$ cat config.mk
export PLATFORM = sky130hd
export DESIGN_NAME = programmable_interrupt_controller
export DESIGN_NICKNAME = d
export VERILOG_FILES = /design/src/rtl/pic_pkg.sv /design/src/rtl/pic_prio.sv /design/src/rtl/programmable_interrupt_controller.sv
export SDC_FILE = /design/constraint.sdc
export NUM_CORES = 1
export LEC_CHECK = 0
export BUFFER_PORTS_ARGS = -buffer_cell sky130_fd_sc_hd__buf_2
export CAP_MARGIN = 15
export CELL_PAD_IN_SITES_DETAIL_PLACEMENT = 0
export CELL_PAD_IN_SITES_GLOBAL_PLACEMENT = 1
export CORE_MARGIN = 4
export CORE_UTILIZATION = 45
export DETAILED_ROUTE_END_ITERATION = 7
export HOLD_SLACK_MARGIN = 0.03
export PLACE_DENSITY_LB_ADDON = 0.1
export SLEW_MARGIN = 20
export SYNTH_ARGS = -nofsm -noshare
export SYNTH_HDL_FRONTEND = slang
export SYNTH_SLANG_ARGS = --single-unit
$ cat constraint.sdc
create_clock -name clk -period 10 [get_ports clk]
set_input_delay 2 -clock clk [delete_from_list [all_inputs] [get_ports clk]]
set_output_delay 2 -clock clk [all_outputs]
set_load 0.02 [all_outputs]
$ cat src/rtl/pic_pkg.sv
// Shared types and codes for the eight-level interrupt controller.
// Used by pic_prio and programmable_interrupt_controller; depends on nothing.

package pic_pkg;

  localparam int IN_TDATA_W  = 16;
  localparam int OUT_TDATA_W = 16;
  localparam int OPCODE_W    = 3;

  // Item kinds carried on in_tuser
  typedef enum logic [2:0] {
    OP_WRITE = 3'd0,
    OP_READ  = 3'd1,
    OP_LINE  = 3'd2,
    OP_ACK1  = 3'd3,
    OP_ACK2  = 3'd4
  } opcode_t;

  // Position in the ICW sequence
  typedef enum logic [1:0] {
    INIT_ICW2  = 2'd0,
    INIT_ICW3  = 2'd1,
    INIT_ICW4  = 2'd2,
    INIT_READY = 2'd3
  } init_step_t;

  // Mode flag bit positions
  localparam int MF_LTIM = 0;
  localparam int MF_SNGL = 1;
  localparam int MF_IC4  = 2;
  localparam int MF_UPM  = 3;
  localparam int MF_AEOI = 4;
  localparam int MF_SFNM = 5;
  localparam int MF_W    = 6;

  // Operation flag bit positions
  localparam int OF_SMM  = 0;
  localparam int OF_RIS  = 1;
  localparam int OF_ROT  = 2;
  localparam int OF_POLL = 3;
  localparam int OF_W    = 4;

  // Level reported on an acknowledge with nothing pending
  localparam logic [2:0] SPURIOUS_LVL = 3'd7;

  // Result of the rotating priority search
  typedef struct packed {
    logic       nx_vld;   // a request would be served
    logic [2:0] nx_lvl;   // level served next
    logic       tis_vld;  // something counts as in service
    logic [2:0] tis_lvl;  // highest-priority level in service
  } prio_t;

endpackage

$ cat src/rtl/pic_prio.sv
// Rotating priority resolver: next level to serve and top in-service level.
// Depends on pic_pkg (prio_t).

module pic_prio (
  input  logic [7:0]     irr_i,
  input  logic [7:0]     imr_i,
  input  logic [7:0]     isr_i,
  input  logic           smm_i,
  input  logic           sfnm_i,
  input  logic [2:0]     base_i,
  output pic_pkg::prio_t prio_o
);

  logic [7:0]  req;
  logic [7:0]  blk;
  logic [15:0] req_dbl;
  logic [15:0] blk_dbl;
  logic [7:0]  req_rot;
  logic [7:0]  blk_rot;
  logic [7:0]  any_rot;
  logic        nx_hit;
  logic [2:0]  nx_idx;
  logic        tis_hit;
  logic [2:0]  tis_idx;

  assign req     = irr_i & ~imr_i;
  assign blk     = smm_i ? (isr_i & ~imr_i) : isr_i;
  assign req_dbl = {req, req} >> base_i;
  assign blk_dbl = {blk, blk} >> base_i;
  assign req_rot = req_dbl[7:0];
  assign blk_rot = blk_dbl[7:0];
  assign any_rot = req_rot | blk_rot;

  // lowest set bit of the rotated vectors, counted from the priority base
  always_comb begin
    nx_hit  = 1'b0;
    nx_idx  = 3'd0;
    tis_hit = 1'b0;
    tis_idx = 3'd0;
    for (int i = 0; i < 8; i++) begin
      if (!nx_hit && any_rot[i]) begin
        nx_hit = 1'b1;
        nx_idx = 3'(i);
      end
      if (!tis_hit && blk_rot[i]) begin
        tis_hit = 1'b1;
        tis_idx = 3'(i);
      end
    end
  end

  // an in-service level blocks everything below it; special fully nested
  // mode still lets a request at that same level through
  assign prio_o.nx_vld  = nx_hit && (!blk_rot[nx_idx] || (sfnm_i && req_rot[nx_idx]));
  assign prio_o.nx_lvl  = base_i + nx_idx;
  assign prio_o.tis_vld = tis_hit;
  assign prio_o.tis_lvl = base_i + tis_idx;

endmodule

$ cat src/rtl/programmable_interrupt_controller.sv
// Top level of the eight-level interrupt controller of the 8259A kind.
// Depends on pic_pkg and pic_prio.
//
// Usage:
//   Each word on the input stream is one event: a bus write, a bus read, a
//   request-line change, or the first or second acknowledge pulse. The kind
//   rides on in_tuser; A0, the write byte, the line number and its new level
//   ride on in_tdata. Every input word yields exactly one output word that
//   carries the read byte, acknowledged level or vector byte, the line-moved
//   flag, and the controller status (pending flag, pending level, 8086 mode)
//   as it stands after that event.
//   Latency: the result is registered and is on out_tdata in the cycle after
//   the input word is taken. Throughput: one word per cycle while out_tready
//   stays high; all decoding and both rotating priority searches sit between
//   the controller registers and the single output register.
//   Stall: while out_tready is low the output word holds, and in_tready is
//   high only while the output register is empty or its word is being taken,
//   so a new word is taken in the same cycle that the waiting one leaves.
//   Reset (rst_n low, synchronous): clear IRR, ISR, pin levels, priority
//   base, vector base, mode and command flags; set IMR to all ones; expect
//   ICW2 next; drop any waiting output word.

module programmable_interrupt_controller (
  input  logic                            clk,
  input  logic                            rst_n,
  // input stream
  input  logic                            in_tvalid,
  output logic                            in_tready,
  // [2:0] opcode
  input  logic [pic_pkg::OPCODE_W-1:0]    in_tuser,
  // [0] addr_bit, [8:1] write_byte, [11:9] irq_line, [12] irq_asserted, [15:13] zero
  input  logic [pic_pkg::IN_TDATA_W-1:0]  in_tdata,
  // result stream
  output logic                            out_tvalid,
  input  logic                            out_tready,
  // [7:0] data_out, [8] line_moved, [9] int_pending, [12:10] pending_level,
  // [13] vectoring_ok, [15:14] zero
  output logic [pic_pkg::OUT_TDATA_W-1:0] out_tdata
);

  // controller registers
  logic [7:0]                       irr_r,  irr_nxt;
  logic [7:0]                       imr_r,  imr_nxt;
  logic [7:0]                       isr_r,  isr_nxt;
  logic [7:0]                       pin_r,  pin_nxt;
  logic [2:0]                       prio_r, prio_nxt;
  logic [4:0]                       vhi_r,  vhi_nxt;
  pic_pkg::init_step_t              init_r, init_nxt;
  logic [pic_pkg::MF_W-1:0]         mode_r, mode_nxt;
  logic [pic_pkg::OF_W-1:0]         ocw_r,  ocw_nxt;
  logic [2:0]                       ack_r,  ack_nxt;

  // output register
  logic                             out_valid_r;
  logic [pic_pkg::OUT_TDATA_W-1:0]  out_data_r;
  logic [pic_pkg::OUT_TDATA_W-1:0]  res_word;

  // unpacked input word
  logic                             in_fire;
  pic_pkg::opcode_t                 op;
  logic                             a0;
  logic [7:0]                       wb;
  logic [2:0]                       line;
  logic                             hi;

  logic [7:0]                       res_data;
  logic                             res_moved;
  logic [2:0]                       eoi_lvl;
  logic [7:0]                       take_bit;
  logic [7:0]                       ltim_fill;

  pic_pkg::prio_t                   cur_p;
  pic_pkg::prio_t                   nxt_p;

  assign in_fire   = in_tvalid && in_tready;
  assign in_tready = !out_valid_r || out_tready;

  assign op   = pic_pkg::opcode_t'(in_tuser);
  assign a0   = in_tdata[0];
  assign wb   = in_tdata[8:1];
  assign line = in_tdata[11:9];
  assign hi   = in_tdata[12];

  // priority view of the state before the event
  pic_prio u_prio_cur (
    .irr_i  (irr_r),
    .imr_i  (imr_r),
    .isr_i  (isr_r),
    .smm_i  (ocw_r[pic_pkg::OF_SMM]),
    .sfnm_i (mode_r[pic_pkg::MF_SFNM]),
    .base_i (prio_r),
    .prio_o (cur_p)
  );

  // level granted by an acknowledge or poll; level-triggered lines re-arm IRR
  assign take_bit  = 8'b1 << cur_p.nx_lvl;
  assign ltim_fill = mode_r[pic_pkg::MF_LTIM] ? pin_r : 8'h00;

  always_comb begin
    irr_nxt   = irr_r;
    imr_nxt   = imr_r;
    isr_nxt   = isr_r;
    pin_nxt   = pin_r;
    prio_nxt  = prio_r;
    vhi_nxt   = vhi_r;
    init_nxt  = init_r;
    mode_nxt  = mode_r;
    ocw_nxt   = ocw_r;
    ack_nxt   = ack_r;
    res_data  = 8'h00;
    res_moved = 1'b0;
    eoi_lvl   = wb[6] ? wb[2:0] : cur_p.tis_lvl;

    unique case (op)
      pic_pkg::OP_WRITE: begin
        if (!a0 && wb[4]) begin
          // ICW1: restart the init sequence, keep ICW4 bits only if IC4
          if (!wb[0]) begin
            mode_nxt = '0;
          end else begin
            mode_nxt = '0;
            mode_nxt[pic_pkg::MF_UPM]  = mode_r[pic_pkg::MF_UPM];
            mode_nxt[pic_pkg::MF_AEOI] = mode_r[pic_pkg::MF_AEOI];
            mode_nxt[pic_pkg::MF_SFNM] = mode_r[pic_pkg::MF_SFNM];
          end
          mode_nxt[pic_pkg::MF_LTIM] = wb[3];
          mode_nxt[pic_pkg::MF_SNGL] = wb[1];
          mode_nxt[pic_pkg::MF_IC4]  = wb[0];
          irr_nxt  = 8'h00;
          imr_nxt  = 8'h00;
          isr_nxt  = 8'h00;
          prio_nxt = 3'd0;
          ocw_nxt  = '0;
          init_nxt = pic_pkg::INIT_ICW2;
        end else if (a0) begin
          unique case (init_r)
            pic_pkg::INIT_ICW2: begin
              vhi_nxt = wb[7:3];
              if (!mode_r[pic_pkg::MF_SNGL]) begin
                init_nxt = pic_pkg::INIT_ICW3;
              end else if (mode_r[pic_pkg::MF_IC4]) begin
                init_nxt = pic_pkg::INIT_ICW4;
              end else begin
                init_nxt = pic_pkg::INIT_READY;
              end
            end
            pic_pkg::INIT_ICW3: begin
              init_nxt = mode_r[pic_pkg::MF_IC4] ? pic_pkg::INIT_ICW4 : pic_pkg::INIT_READY;
            end
            pic_pkg::INIT_ICW4: begin
              mode_nxt[pic_pkg::MF_UPM]  = wb[0];
              mode_nxt[pic_pkg::MF_AEOI] = wb[1];
              mode_nxt[pic_pkg::MF_SFNM] = wb[4];
              init_nxt = pic_pkg::INIT_READY;
            end
            pic_pkg::INIT_READY: begin
              imr_nxt = wb;
            end
            default: ;
          endcase
        end else if (wb[3]) begin
          // OCW3: special mask, poll, status-read select
          if (wb[6]) begin
            ocw_nxt[pic_pkg::OF_SMM] = wb[5];
          end
          if (wb[2]) begin
            ocw_nxt[pic_pkg::OF_POLL] = 1'b1;
          end else if (wb[1]) begin
            ocw_nxt[pic_pkg::OF_RIS] = wb[0];
          end
        end else begin
          // OCW2: EOI and rotation commands
          if (wb[5]) begin
            if (wb[6] || cur_p.tis_vld) begin
              isr_nxt[eoi_lvl] = 1'b0;
              if (wb[7]) begin
                prio_nxt = eoi_lvl + 3'd1;
              end
            end
          end else if (wb[7] && wb[6]) begin
            prio_nxt = wb[2:0] + 3'd1;
          end else if (wb[7]) begin
            ocw_nxt[pic_pkg::OF_ROT] = 1'b1;
          end else if (!wb[6]) begin
            ocw_nxt[pic_pkg::OF_ROT] = 1'b0;
          end
        end
      end

      pic_pkg::OP_READ: begin
        if (a0) begin
          res_data = imr_r;
        end else if (ocw_r[pic_pkg::OF_POLL]) begin
          // poll read acts as an acknowledge; nothing pending returns zero
          ocw_nxt[pic_pkg::OF_POLL] = 1'b0;
          if (cur_p.nx_vld) begin
            isr_nxt  = isr_r | take_bit;
            irr_nxt  = (irr_r & ~take_bit) | ltim_fill;
            res_data = {1'b1, 4'b0000, cur_p.nx_lvl};
          end
        end else begin
          res_data = ocw_r[pic_pkg::OF_RIS] ? isr_r : irr_r;
        end
      end

      pic_pkg::OP_LINE: begin
        pin_nxt[line] = hi;
        res_moved     = hi ^ pin_r[line];
        if (mode_r[pic_pkg::MF_LTIM]) begin
          irr_nxt[line] = hi;
        end else if (!hi) begin
          irr_nxt[line] = 1'b0;
        end else if (!pin_r[line]) begin
          irr_nxt[line] = 1'b1;
        end
      end

      pic_pkg::OP_ACK1: begin
        if (cur_p.nx_vld) begin
          isr_nxt = isr_r | take_bit;
          irr_nxt = (irr_r & ~take_bit) | ltim_fill;
          ack_nxt = cur_p.nx_lvl;
        end else begin
          ack_nxt = pic_pkg::SPURIOUS_LVL;
        end
        res_data = {5'b00000, ack_nxt};
      end

      pic_pkg::OP_ACK2: begin
        // auto EOI retires the top in-service level, rotating if armed
        if (mode_r[pic_pkg::MF_AEOI] && cur_p.tis_vld) begin
          isr_nxt[cur_p.tis_lvl] = 1'b0;
          if (ocw_r[pic_pkg::OF_ROT]) begin
            prio_nxt = cur_p.tis_lvl + 3'd1;
          end
        end
        res_data = {vhi_r, ack_r};
      end

      default: ;
    endcase
  end

  // priority view of the state after the event, for the status fields
  pic_prio u_prio_nxt (
    .irr_i  (irr_nxt),
    .imr_i  (imr_nxt),
    .isr_i  (isr_nxt),
    .smm_i  (ocw_nxt[pic_pkg::OF_SMM]),
    .sfnm_i (mode_nxt[pic_pkg::MF_SFNM]),
    .base_i (prio_nxt),
    .prio_o (nxt_p)
  );

  assign res_word = {2'b00,
                     mode_nxt[pic_pkg::MF_UPM],
                     nxt_p.nx_vld ? nxt_p.nx_lvl : 3'd0,
                     nxt_p.nx_vld,
                     res_moved,
                     res_data};

  // advance controller state on each accepted word
  always_ff @(posedge clk) begin
    if (!rst_n) begin
      irr_r  <= 8'h00;
      imr_r  <= 8'hFF;
      isr_r  <= 8'h00;
      pin_r  <= 8'h00;
      prio_r <= 3'd0;
      vhi_r  <= 5'd0;
      init_r <= pic_pkg::INIT_ICW2;
      mode_r <= '0;
      ocw_r  <= '0;
      ack_r  <= 3'd0;
    end else if (in_fire) begin
      irr_r  <= irr_nxt;
      imr_r  <= imr_nxt;
      isr_r  <= isr_nxt;
      pin_r  <= pin_nxt;
      prio_r <= prio_nxt;
      vhi_r  <= vhi_nxt;
      init_r <= init_nxt;
      mode_r <= mode_nxt;
      ocw_r  <= ocw_nxt;
      ack_r  <= ack_nxt;
    end
  end

  // output register: load on accept, drop once taken
  always_ff @(posedge clk) begin
    if (!rst_n) begin
      out_valid_r <= 1'b0;
    end else if (in_fire) begin
      out_valid_r <= 1'b1;
    end else if (out_tready) begin
      out_valid_r <= 1'b0;
    end
  end

  always_ff @(posedge clk) begin
    if (in_fire) begin
      out_data_r <= res_word;
    end
  end

  assign out_tvalid = out_valid_r;
  assign out_tdata  = out_data_r;

  // an accepted word always produces a result in the next cycle
  a_result_follows: assert property (@(posedge clk) disable iff (!rst_n)
    in_fire |=> out_tvalid)
    else $error("accepted word produced no result");

  // a reported pending level is requested and unmasked in the updated state
  a_pending_real: assert property (@(posedge clk) disable iff (!rst_n)
    in_fire |=> (!out_tdata[9] ||
                 (irr_r[out_tdata[12:10]] && !imr_r[out_tdata[12:10]])))
    else $error("pending level not an unmasked request");

  // the status word never reports a level without the pending flag
  a_level_zero: assert property (@(posedge clk) disable iff (!rst_n)
    in_fire |=> (out_tdata[9] || out_tdata[12:10] == 3'd0))
    else $error("pending level set without pending flag");

  // a first acknowledge with a grant sets that level in service
  a_ack_sets_isr: assert property (@(posedge clk) disable iff (!rst_n)
    (in_fire && op == pic_pkg::OP_ACK1 && cur_p.nx_vld) |=> isr_r[ack_r])
    else $error("granted level not in service");

endmodule

==> summary.md, run 1 <==
| Metric | Value |
|---|---|
| Pin slew with the least headroom to its limit | between 1 and 1.5 ns |
| Worst skew pair latency | 0.35 ns |
| Largest net degree at the start of global routing | 57 |
| Vias/cell | slightly below 7 |
| Clock skew | ~0.011 ns |
| Worst Path Max Fanout | 27 |
| Num ports | around 40 |
| Mux share of post-synthesis cell area | 9.44% |
| GPL Wtd Cong | 0.963 |
| Synth area leaders | dfxtp_1 13%, nand2_1 5.7%, nor2_1 5.2% |
| Most instantiated cells after synthesis | 128 x nand2_1, 116 x nor2_1, 85 x a21oi_1 |
| Min Tclk post-route | slightly below 9 ns |
| Most frequent cell after synthesis | nand2_1 |
| Max Freq | approximately 0.11 GHz |
| # nets final | between 1000 and 1500 |
| Setup violators final | 0 |
| Final count of pins violating max slew | 0 |
| Setup crit end kind | register |
| Worst IR drop on VDD | 0.0000912 V |
| DR WL met2 | roughly 14000 um |
| HP Class | reg -> reg |
| Period utilization | roughly nine tenths |
| Cts repair resizes | 0 |
| Switching part of the total power | about two fifths |
| DRT iter0 DRCs | 1025 |
| Post-synthesis xor/xnor area fraction | 1.25% |
| First-pass GRT wire length | approximately 49000 um |
| Met1 WL | around 14000 um |
| Slowest cell on crit path | clkinv_1 |
| Maximum clock path buffer count | 2 |
| Setup Fix Bufs, Post-CTS | 0 |
| Post-synthesis sequential area ratio | between 10% and 20% |
| Type of element launching the critical path | register |
| Max-cap violation count | 0 |
| CTS Buf Count | 9 |
| Setup TNS | 0 ns |
| Crit path required time | between 10 and 15 ns |
| Met3 wire length | approximately 2300 um |
| Total GRT Usage | a little under a third |
| CTS tree | done |
| Post-CTS Hold Fix Bufs | 0 |
| Initial antenna violation count | 2 |
| Register share of total power | roughly 28% |
| Synth unique cells | 98 |
| Max incr delay on CP | around 0.77 ns |
| Slew margin rel. | between 30% and 40% |
| PortBufs | 35 |
| Fraction of layout cells with a size suffix above 1 | 12.6% |
| CTS HTree Levels | 3 |
| Highest metal used | met5 |
| Syn_area_per_cell | roughly 7.3 um^2 |
| Largest family of logic cells by synthesized area | compound AO/OA/AOI/OAI gates |
| CTS clock-pin slew for the worst setup and hold paths | 0.06 ns |
| Synth async-reset ratio | 0% |
| Power, Total | between 0.001 and 0.0015 W |
| LEAKAGE | between 3 and 4 nW |
| Final ANT Viol Nets | 0 |
| Yosys reg bits | 70 |
| Simple-gate share of the synthesized area | ~28% |
| Mapped Cells | approximately 1200 |
| GRT Residual Overflow | 0 |
| Logic gate share of total power | 37.8% |
| Vias in the first global route | around 8500 |
| Half-perimeter wire length after placement | between 20000 and 25000 um |
| Die width | about 140 um |
| Outcome | finished, final reports clean |
| WHS | 0.472 ns |
| Row Count | just under 50 |
| DR WL/cell | approximately 23 um |
| Vias | about 9300 |
| Type of the worst setup path | reg -> reg |
| Clk pwr share | around a third |
| Core Area | about 18000 um^2 |
| Cell Area, Synth | roughly 8400 um^2 |
| Post-synth top area cell | dfxtp_1 |
| Root Buffer Master | clkbuf_16 |
| Synth Flop Type | dfxtp_1 |
| RSZ-0062 raised after global routing | false |
| Power density cells | between 100 and 150 nW/um^2 |
| DR pass1 iterations | 7 |
| Post-synthesis compound-gate area fraction | 34.6% |
| R2r setup slk | 1.07 ns |
| DIE AREA | between 20000 and 25000 um^2 |
| Initial Util | a little under half |
| Yosys warns | 0 |
| Synth Area in Adders | around 2.2% |
| Net Switching | 0.000451 W |
| Area Overhead vs Synth | 6.86% |
| Endpoints failing hold | 0 |
| Internal power | 0.000687 W |
| EDFF count, synth | 14 |
| Total Routed Length | between 30000 and 40000 um |
| Crit path DAT | 9.01 ns |
| Clk sinks | 70 |
| DRC | 0 |
| Die Span Y | ~140 um |
| Top cell type's share of synthesized area | 13.3% |
-- stage by stage --
step | util (%) | cell area [um^2] | setup slack [ns] | cells
3_3_place_gp | 47.6 | 8660 | 1.22 | 1351
3_5_place_dp | 47.6 | 8660 | 1.16 | 1351
2_1_floorplan | - | 8440 | 3.06 | 1161
5_1_grt | 49.5 | 9010 | 0.511 | 1368
6_report | 49.5 | 9010 | 1.07 | 1368
4_1_cts | 49.5 | 9010 | 1.12 | 1367
-- path summary, 6_finish.rpt --
path                          start  depth (start not counted)                     endpoint
max           isr_r[7]$_SDFFE_PN0P_                         30  out_tdata[12]$_SDFFCE_PN0P_
min          mode_r[3]$_SDFFE_PN0P_                          2       mode_r[3]$_SDFFE_PN0P_
max reg2reg   isr_r[7]$_SDFFE_PN0P_                         30  out_tdata[12]$_SDFFCE_PN0P_
min reg2reg  mode_r[3]$_SDFFE_PN0P_                          2       mode_r[3]$_SDFFE_PN0P_
-- layout by cell type (no fill, tap or decap), types with 10 or more instances in the layout --
master       n
mux2_2      12
a31oi_1     25
nor4bb_1    11
nor4_1      13
a21boi_0    15
clkbuf_16   10
a21oi_1     85
o211a_1     10
mux2i_1     36
nand2_1    128
nor2_1     116
ha_1        10
dfxtp_1     55
a211oi_1    29
buf_2       35
inv_1       25
nand3_1     47
buf_4       20
nor3_1      37
nand2b_1    18
o211ai_1    26
mux4_2      12
o21ai_0     63
o21a_1      10
and3_1      13
nor2b_1     29
edfxtp_1    14
-- cells by family (layout without fill, tap and decap cells) --
logic type,count (synthesis),in the layout
xor+xnor,12,12
fa+ha+maj,13,13
other cells,1,3
buf+inv,122,99
compound gates,406,406
simple gates,474,474
mux,62,62
flops,70,70
-- registers in the layout, summed over array words and instances, names as in the netlist, 2 cells and up --
signal,count
out_tdata,14
imr_r,8
irr_r,8
isr_r,8
pin_r,8
mode_r,6
vhi_r,5
ocw_r,4
ack_r,3
prio_r,3
init_r,2
-- critical path: cells and delay by family (launching register included) --
family	cells	cell delay, ns
multiplexers	4	1.41
flip-flops	1	0.52
buffers and inverters	3	1.20
adder cells (fa/ha/maj)	3	1.04
AND/OR/NAND/NOR	4	0.31
AO/OA/AOI/OAI	16	4.15
-- final cells by class --
class,instances,area (um^2)
well taps,229,287
fillers,1869,9200
clock inverters,6,97.6
flip-flops and latches,70,1540
multi-input cells,969,6400
clock buffers,10,250
diodes,1,2.50
inverters,28,105
repair buffers,55,325
-- routing by layer --
| metal | GRT usage (%) | up-vias |
|---|---|---|
| li1 | - | 4349 |
| met2 | 47.7 | 437 |
| met5 | 0 | - |
| met3 | 3.94 | 78 |
| met4 | 11.0 | 2 |
| met1 | 42.5 | 4459 |
-- power groups by stage --
stage                     clock network (W)  registers, W  logic [W]
after floorplan                           0      0.000328   0.000304
after global placement                    0      0.000330   0.000418
after detailed placement                  0      0.000330   0.000418
after CTS                          0.000387      0.000324   0.000420
after global routing               0.000398      0.000327   0.000464
final                              0.000384      0.000325   0.000430
(Power assumes the default switching activity.)
==> run 2: changes to the inputs <==
--- a/config.mk
+++ b/config.mk
@@ -5,15 +5,16 @@
 export SDC_FILE = /design/constraint.sdc
 export NUM_CORES = 1
 export LEC_CHECK = 0
+export ABC_AREA = 1
 export BUFFER_PORTS_ARGS = -buffer_cell sky130_fd_sc_hd__buf_2
 export CAP_MARGIN = 15
 export CELL_PAD_IN_SITES_DETAIL_PLACEMENT = 0
 export CELL_PAD_IN_SITES_GLOBAL_PLACEMENT = 1
 export CORE_MARGIN = 4
-export CORE_UTILIZATION = 45
+export CORE_UTILIZATION = 44
 export DETAILED_ROUTE_END_ITERATION = 7
 export HOLD_SLACK_MARGIN = 0.03
-export PLACE_DENSITY_LB_ADDON = 0.1
+export PLACE_DENSITY = 0.85
 export SLEW_MARGIN = 20
 export SYNTH_ARGS = -nofsm -noshare
 export SYNTH_HDL_FRONTEND = slang
==> run 2 against run 1 <==
The run now ends with design-rule violations left. Clock power decreased by 12%. Final cell count increased by 6.4%. Register-to-register slack improved by 1.1 ns. Sequential share of layout area increased by 2.4 points. Non-clock buffer count decreased by 15. Total power increased by 6.5%. Sequential cell count unchanged. Wire length decreased by 15%. Core utilization decreased by 1.7 points. Clock skew increased by 0.0020 ns. Sequential power increased by 2%. Critical path depth increased by 5. Critical endpoint unchanged.
==> summary.md, run 2 <==
| Metric | Value |
|---|---|
| R2r setup slk | 2.20 ns (+1.13 ns) |
| Cts repair resizes | 0 (unchanged) |
| Commonest cells after routing, fill and taps aside | 300 x nand2_1, 195 x nand3_1, 108 x inv_1 |
| Slack of the critical path | 2.20 ns (+1.13 ns) |
| CTS Buf Count | 9 (unchanged) |
| Crit path required time | 10.10 ns (+0.02 ns) |
| Row Count | 47 (-4.1%) |
| First-pass GRT wire length | 42600 um (-13%) |
| Power density cells | 154 nW/um^2 (+22%) |
| Setup violators final | 0 (unchanged) |
| Worst Path Buf+Inv | 4 (+1) |
| Type of element launching the critical path | register |
| Post-synthesis compound-gate area fraction | 21.2% (-13 points) |
| Period utilization | 78.0% (-11 points) |
| DRT iter0 DRCs | 998 (-2.6%) |
| Worst IR drop on VDD | 0.000109 V (+19%) |
| Final Util | 47.7% (-1.7 points) |
| WHS | 0.509 ns (+0.0370 ns) |
| Post-Layout Cell Count | 1455 (+6.4%) |
| Pin slew with the least headroom to its limit | 1.02 ns (+0.0124 ns) |
| Clock skew | 0.0126 ns (+0.00205 ns) |
| DRC | 2 (+2) |
| Clk pwr share | 27.8% (-5.9 points) |
| CTS clock-pin slew for the worst setup and hold paths | 0.06 ns (about the same) |
| Synth Flop Type | dfxtp_1 |
| Half-perimeter wire length after placement | 21000 um (-11%) |
| Root Buffer Master | clkbuf_16 |
| Failing checks | design-rule violations |
| GRT Residual Overflow | 0 (unchanged) |
| Post-synthesis sequential area ratio | 20.9% (+2.6 points) |
| Fraction of layout cells with a size suffix above 1 | 8.83% (-3.7 points) |
| Die Span Y | 138 um (-5.0%) |
| Setup TNS | 0 ns (unchanged) |
| CTS tree | done |
| Most frequent CP cell | nand3_1 |
| RSZ-0062 raised after global routing | false |
| Slowest cell on crit path | dfxtp_1 |
| Endpoints failing hold | 0 (unchanged) |
| Yosys warns | 0 (unchanged) |
| Switching part of the total power | 45.5% (+5.8 points) |
| Largest net degree at the start of global routing | 60 (+5.3%) |
| Yosys reg bits | 70 (unchanged) |
| Max reg flops | 14 (unchanged) |
| Hold Path Depth | 2 (unchanged) |
| LEAKAGE | 3.48 nW (+7.4%) |
| # nets final | 1266 (+8.3%) |
| Worst reg2reg startpoint | prio_r[0]$_SDFFE_PN0P_ |
| Final count of pins violating max slew | 0 (unchanged) |
| Min Tclk post-route | 7.80 ns (-1.13 ns) |
| Syn_area_per_cell | 6.00 um^2 (-17%) |
| Post-synth top area cell | nand2_1 |
| Core Area | 16500 um^2 (-9.2%) |
| Synth area leaders | nand2_1 15%, dfxtp_1 15%, nand3_1 13% |
| Hold Startpoint | imr_r[6]$_SDFFE_PN1P_ |
| Mapped Cells | 1231 (+6.1%) |
| Setup crit end kind | register |
| Vias/cell | 6.01 (-12%) |
| Top cell type's share of synthesized area | 15.3% (+2.0 points) |
| Total GRT Usage | 29.2% (-1.1 points) |
| Worst Path Max Fanout | 22 (-19%) |
| Maximum clock path buffer count | 2 (unchanged) |
| End point of the worst hold path | imr_r[6]$_SDFFE_PN1P_ |
| DR pass1 iterations | 8 (+1) |
| Cells after DPL | 1439 (+6.5%) |
| Clk sinks | 70 (unchanged) |
| Reg2reg path depth | 35 (+17%) |
| CTS HTree Levels | 3 (unchanged) |
| Initial Util | 44.7% (-1.6 points) |
| Crit Reg-Reg Endpoint | out_tdata[12]$_SDFFCE_PN0P_ |
| Type of the worst setup path | reg -> reg |
| Synth unique cells | 58 (-41%) |
| Final ANT Viol Nets | 0 (unchanged) |
| Die width | 138 um (-5.0%) |
| Mux share of post-synthesis cell area | 0% (-9.4 points) |
| Crit path DAT | 7.90 ns (-1.11 ns) |
| Most instantiated cells after synthesis | 301 x nand2_1, 195 x nand3_1, 108 x inv_1 |
| Post-synthesis xor/xnor area fraction | 0.592% (-0.65 points) |
| Synth Area in Adders | 2.51% (+0.31 points) |
| GPL Wtd Cong | 0.968 (+0.55%) |
| PortBufs | 35 (unchanged) |
| Max-cap violation count | 0 (unchanged) |
| Outcome | complete, but fails checks |
| DR WL/cell | 18.6 um (-20%) |
| EDFF count, synth | 14 (unchanged) |
| Cell Area, Synth | 7390 um^2 (-12%) |
| Register share of total power | 27.4% (-1.1 points) |
| Crit path max-delay family | simple AND/OR/NAND/NOR gates |
| HP Class | reg -> reg |
| Simple-gate share of the synthesized area | 44.7% (+17 points) |
| Post-placement setup slack | 2.31 ns (+1.15 ns) |
| Slew margin rel. | 31.7% (-0.83 points) |
| Most frequent cell after synthesis | nand2_1 |
| Antenna cells | 0 (-1) |
| Total Routed Length | 27100 um (-15%) |
| Initial antenna violation count | 0 (-2) |
| Area Overhead vs Synth | 6.74% |
| Synth async-reset ratio | 0% (unchanged) |
| Worst skew pair latency | 0.35 ns (about the same) |
| Commonest non-fill, non-tap cell in the layout | nand2_1 |
| Net Switching | 0.000552 W (+22%) |
| Vias | 8743 (-6.2%) |
| Max incr delay on CP | 0.91 ns (+0.14 ns) |
| Num ports | 41 (unchanged) |
| Largest family of logic cells by synthesized area | simple AND/OR/NAND/NOR gates |
| Setup Fix Bufs, Post-CTS | 0 (unchanged) |
| Internal power | 0.000661 W (-3.7%) |
| Post-CTS Hold Fix Bufs | 0 (unchanged) |
| Max Freq | 0.128 GHz (+14%) |
| Logic gate share of total power | 44.8% (+7.0 points) |
| DIE AREA | 18900 um^2 (-9.8%) |
| Vias in the first global route | 7910 (-7.2%) |
[run 2: cell types whose count changed in the layout (fill, tap and decap cells not counted), moves of 18 or more]
cell | previous run | this run
mux2i_1 | 36 | 0
inv_1 | 25 | 108
nor2b_1 | 29 | 0
nand2_1 | 128 | 300
nand2b_1 | 18 | 0
nand3_1 | 47 | 195
nor3_1 | 37 | 15
nand4_1 | 9 | 50
[run 2: final cells by class]
| class | instances | area (um^2) |
|---|---|---|
| sequential | 70 | 1540 |
| fill | 1813 | 8630 |
| clock buffer | 10 | 229 |
| multi-input combinational | 989 | 5110 |
| tap | 220 | 275 |
| timing repair buffer | 40 | 213 |
| clock inverter | 6 | 68.8 |
| inverter | 120 | 452 |
[run 2: worst max path at each step]
| stage | slack [ns] | start | depth (start not counted) | endpoint |
|---|---|---|---|---|
| after floorplan | 4.04 | in_tuser[1] | 25 | out_tdata[12]$_SDFFCE_PN0P_ |
| after global placement | 2.39 | prio_r[0]$_SDFFE_PN0P_ | 35 | out_tdata[12]$_SDFFCE_PN0P_ |
| after detailed placement | 2.31 | prio_r[0]$_SDFFE_PN0P_ | 35 | out_tdata[12]$_SDFFCE_PN0P_ |
| after CTS | 2.30 | prio_r[0]$_SDFFE_PN0P_ | 35 | out_tdata[12]$_SDFFCE_PN0P_ |
| after global routing | 1.52 | prio_r[0]$_SDFFE_PN0P_ | 35 | out_tdata[12]$_SDFFCE_PN0P_ |
| final | 2.20 | prio_r[0]$_SDFFE_PN0P_ | 35 | out_tdata[12]$_SDFFCE_PN0P_ |
[run 2: power groups by stage]
stage / logic (W) / clock network, W / registers [W]
final: 0.000543 / 0.000338 / 0.000332
after global routing: 0.000604 / 0.000350 / 0.000333
after CTS: 0.000536 / 0.000338 / 0.000331
after detailed placement: 0.000534 / 0 / 0.000337
after global placement: 0.000530 / 0 / 0.000337
after floorplan: 0.000410 / 0 / 0.000334
[run 2: worst min-delay path: stages (launching register included)]
cell	delay, ns
dfxtp_1	0.35
a21oi_1	0.07
o21ai_0	0.06
[run 2: cell families (layout without fill, tap and decap cells)]
| family | Yosys count | count (layout) |
|---|---|---|
| xor+xnor | 5 | 5 |
| simple gates | 710 | 710 |
| compound gates | 259 | 259 |
| fa+ha+maj | 13 | 13 |
| flops | 70 | 70 |
| other cells | 1 | 2 |
| buf+inv | 173 | 176 |
[run 2: metrics by stage]
stage,total power [W],cell area (um^2)
6_report,0.00121,7890
5_1_grt,0.00129,7890
4_1_cts,0.00120,7890
3_5_place_dp,0.000871,7590
3_3_place_gp,0.000866,7590
2_1_floorplan,0.000744,7400
[run 2: per-layer routing]
layer	track usage (%)	routed length [um]
met1	38.6	11600
met2	45.4	11900
met3	5.37	2170
met4	14.5	1410
met5	0	0
==> run 3: changes to the inputs <==
--- a/config.mk
+++ b/config.mk
@@ -11,10 +11,10 @@
 export CELL_PAD_IN_SITES_DETAIL_PLACEMENT = 0
 export CELL_PAD_IN_SITES_GLOBAL_PLACEMENT = 1
 export CORE_MARGIN = 4
-export CORE_UTILIZATION = 44
+export CORE_UTILIZATION = 40
 export DETAILED_ROUTE_END_ITERATION = 7
 export HOLD_SLACK_MARGIN = 0.03
-export PLACE_DENSITY = 0.85
+export PLACE_DENSITY = 0.81
 export SLEW_MARGIN = 20
 export SYNTH_ARGS = -nofsm -noshare
 export SYNTH_HDL_FRONTEND = slang
==> constraint.sdc (replaced) <==
create_clock -name clk -period 6.9 [get_ports clk]
set_input_delay 1.38 -clock clk [delete_from_list [all_inputs] [get_ports clk]]
set_output_delay 1.38 -clock clk [all_outputs]
set_load 0.02 [all_outputs]
==> run 3 against run 2 <==
Register-to-register slack worse by 1.7 ns. Sequential cell count stayed put. Cell area is 1.6% higher. Non-clock buffer count is 12 higher. Core utilization is 3.4 points lower. The flow now finishes without violations.
==> summary.md, run 3 (same netlist as run 2, synthesis figures left out) <==
| Metric | Value |
|---|---|
| Vias in the first global route | 8063 (+1.9%) |
| Clock skew | 0.0146 ns (+0.00198 ns) |
| Total Routed Length | 27400 um (+1.2%) |
| GRT Residual Overflow | 0 (unchanged) |
| Design Area, Final | 8020 um^2 (+1.6%) |
| Pin slew with the least headroom to its limit | 1.06 ns (+0.0409 ns) |
| Slew margin rel. | 29.0% (-2.7 points) |
| Crit Reg-Reg Endpoint | out_tdata[12]$_SDFFCE_PN0P_ |
| DRC | 0 (-2) |
| DRT iter0 DRCs | 923 (-7.5%) |
| DR WL/cell | 18.6 um (-0.26%) |
| CTS Buf Count | 9 (unchanged) |
| GPL Wtd Cong | 1.03 (+6.4%) |
| Outcome | finished, final reports clean |
| Setup Fix Bufs, Post-CTS | 0 (unchanged) |
| Setup crit end kind | register |
| CTS tree | done |
| Num ports | 41 (unchanged) |
| HP Class | reg -> reg |
| Core Area | 18100 um^2 (+9.4%) |
| Crit path required time | 7.00 ns (-3.10 ns) |
| Max reg flops | 14 (unchanged) |
| Maximum clock path buffer count | 2 (unchanged) |
| # nets final | 1278 (+0.95%) |
| Vias/cell | 5.96 (-0.77%) |
| CTS HTree Levels | 3 (unchanged) |
| Half-perimeter wire length after placement | 21300 um (+1.7%) |
| Worst IR drop on VDD | 0.000165 V (+52%) |
| R2r setup slk | 0.52 ns (-1.68 ns) |
| Initial antenna violation count | 0 (unchanged) |
| Hold Startpoint | imr_r[6]$_SDFFE_PN1P_ |
| Register area | 1540 um^2 (about the same) |
| Total GRT Usage | 26.9% (-2.2 points) |
| Vias | 8801 (+0.66%) |
| Area Overhead vs Synth | 8.45% |
| Max-cap violation count | 0 (unchanged) |
| Setup TNS | 0 ns (unchanged) |
| LEAKAGE | 3.54 nW (+1.8%) |
| DIE AREA | 20700 um^2 (+9.4%) |
| Multi-input combinational cell area | 5120 um^2 (+0.27%) |
| Power density cells | 221 nW/um^2 (+44%) |
| Type of element launching the critical path | register |
| Slowest cell on crit path | dfxtp_2 |
| Hold Path Depth | 2 (unchanged) |
| Placed cell area | 7690 um^2 (+1.3%) |
| Clk sinks | 70 (unchanged) |
| Final count of pins violating max slew | 0 (unchanged) |
| Worst reg2reg startpoint | ocw_r[0]$_SDFFE_PN0P_ |
| Endpoints failing hold | 0 (unchanged) |
| Min Tclk post-route | 6.38 ns (-1.42 ns) |
| Fraction of layout cells with a size suffix above 1 | 10.0% (+1.2 points) |
| Max incr delay on CP | 0.45 ns (-0.46 ns) |
| Crit path DAT | 6.49 ns (-1.41 ns) |
| WHS | 0.509 ns (-0.0000760 ns) |
| Type of the worst setup path | reg -> reg |
| Commonest non-fill, non-tap cell in the layout | nand2_1 |
| Final ANT Viol Nets | 0 (unchanged) |
| Setup violators final | 0 (unchanged) |
| PortBufs | 35 (unchanged) |
| Initial Util | 40.9% (-3.9 points) |
| Largest net degree at the start of global routing | 46 (-23%) |
| Antenna cells | 0 (unchanged) |
| First-pass GRT wire length | 43500 um (+2.1%) |
| RSZ-0062 raised after global routing | false |
| Row Count | 49 (+4.3%) |
| Die width | 144 um (+4.6%) |
| Post-CTS Hold Fix Bufs | 0 (unchanged) |
| End point of the worst hold path | imr_r[6]$_SDFFE_PN1P_ |
| Root Buffer Master | clkbuf_16 |
| Period utilization | 92.5% (+15 points) |
| Fill cells | 1976 (+9.0%) |
| Reg2reg path depth | 39 (+11%) |
| Worst skew pair latency | 0.35 ns (about the same) |
| Worst Path Max Fanout | 11 (-50%) |
| CTS clock-pin slew for the worst setup and hold paths | 0.07 ns (about the same) |
| DR pass1 iterations | 5 (-3) |
| Most frequent CP cell | nand2_1 |
| CP startpoint | ocw_r[0]$_SDFFE_PN0P_ |
| Max Freq | 0.157 GHz (+22%) |
| Die Span Y | 144 um (+4.6%) |
| Commonest cells after routing, fill and taps aside | 300 x nand2_1, 195 x nand3_1, 107 x inv_1 |
## run 3: changes by cell type in the layout (fill, tap and decap cells not counted), sizes merged
cell,delta
clkinvlp,+1
inv,-1
buf,+12
## run 3: worst max path at each step
stage | to | slack (ns) | depth (start not counted)
6_report | out_tdata[12]$_SDFFCE_PN0P_ | 0.52 | 39
3_3_place_gp | out_tdata[12]$_SDFFCE_PN0P_ | 0.37 | 35
5_1_grt | out_tdata[12]$_SDFFCE_PN0P_ | 0.009 | 41
4_1_cts | out_tdata[12]$_SDFFCE_PN0P_ | 0.24 | 35
2_1_floorplan | out_tdata[12]$_SDFFCE_PN0P_ | 1.37 | 37
3_5_place_dp | out_tdata[12]$_SDFFCE_PN0P_ | 0.28 | 35
## run 3: cell type report
type	count	area share (%)
clock buffers	10	2.86
clock inverters	6	0.858
inverters	120	5.71
multi-input cells	989	63.9
flip-flops and latches	70	19.2
well taps	229	3.57
repair buffers	52	3.82
## run 3: routing by layer
metal | part of all wire [%] | track usage (%) | vias up
met5 | 0 | 0 | -
met1 | 44 | 35.7 | 4098
li1 | - | - | 4292
met4 | 4.4 | 11.1 | 0
met3 | 6.9 | 5.22 | 73
met2 | 45 | 42.8 | 338
## run 3: timing repair
item,in CTS,in global routing
setup endpoints to repair,0,2
gates resized for setup,0,8
hold endpoints to repair,0,0
## run 3: through the flow
| step | instances | power, W | util (%) | setup slack (ns) |
|---|---|---|---|---|
| after global placement | 1460 | 0.00126 | 42.5 | 0.367 |
| after global routing | 1476 | 0.00189 | 44.3 | 0.00911 |
| after detailed placement | 1460 | 0.00127 | 42.5 | 0.283 |
| after CTS | 1476 | 0.00176 | 44.2 | 0.242 |
| final | 1476 | 0.00177 | 44.3 | 0.516 |
| after floorplan | 1232 | 0.00108 | - | 1.37 |
## run 3: critical path: cells and delay by family (launching register included)
kind                     cells  cell delay [ns]
AO/OA/AOI/OAI                2             0.27
flip-flops                   1             0.45
XOR/XNOR                     3             0.51
buffers and inverters        4             0.27
AND/OR/NAND/NOR             26             3.60
adder cells (fa/ha/maj)      4             1.07
## run 3: power by group
group          leakage, nW  internal, W  total (W)  switching, W
Combinational         2.80     0.000236   0.000807      0.000571
Sequential           0.600     0.000448   0.000474     0.0000265
Clock                0.143     0.000283   0.000493      0.000210
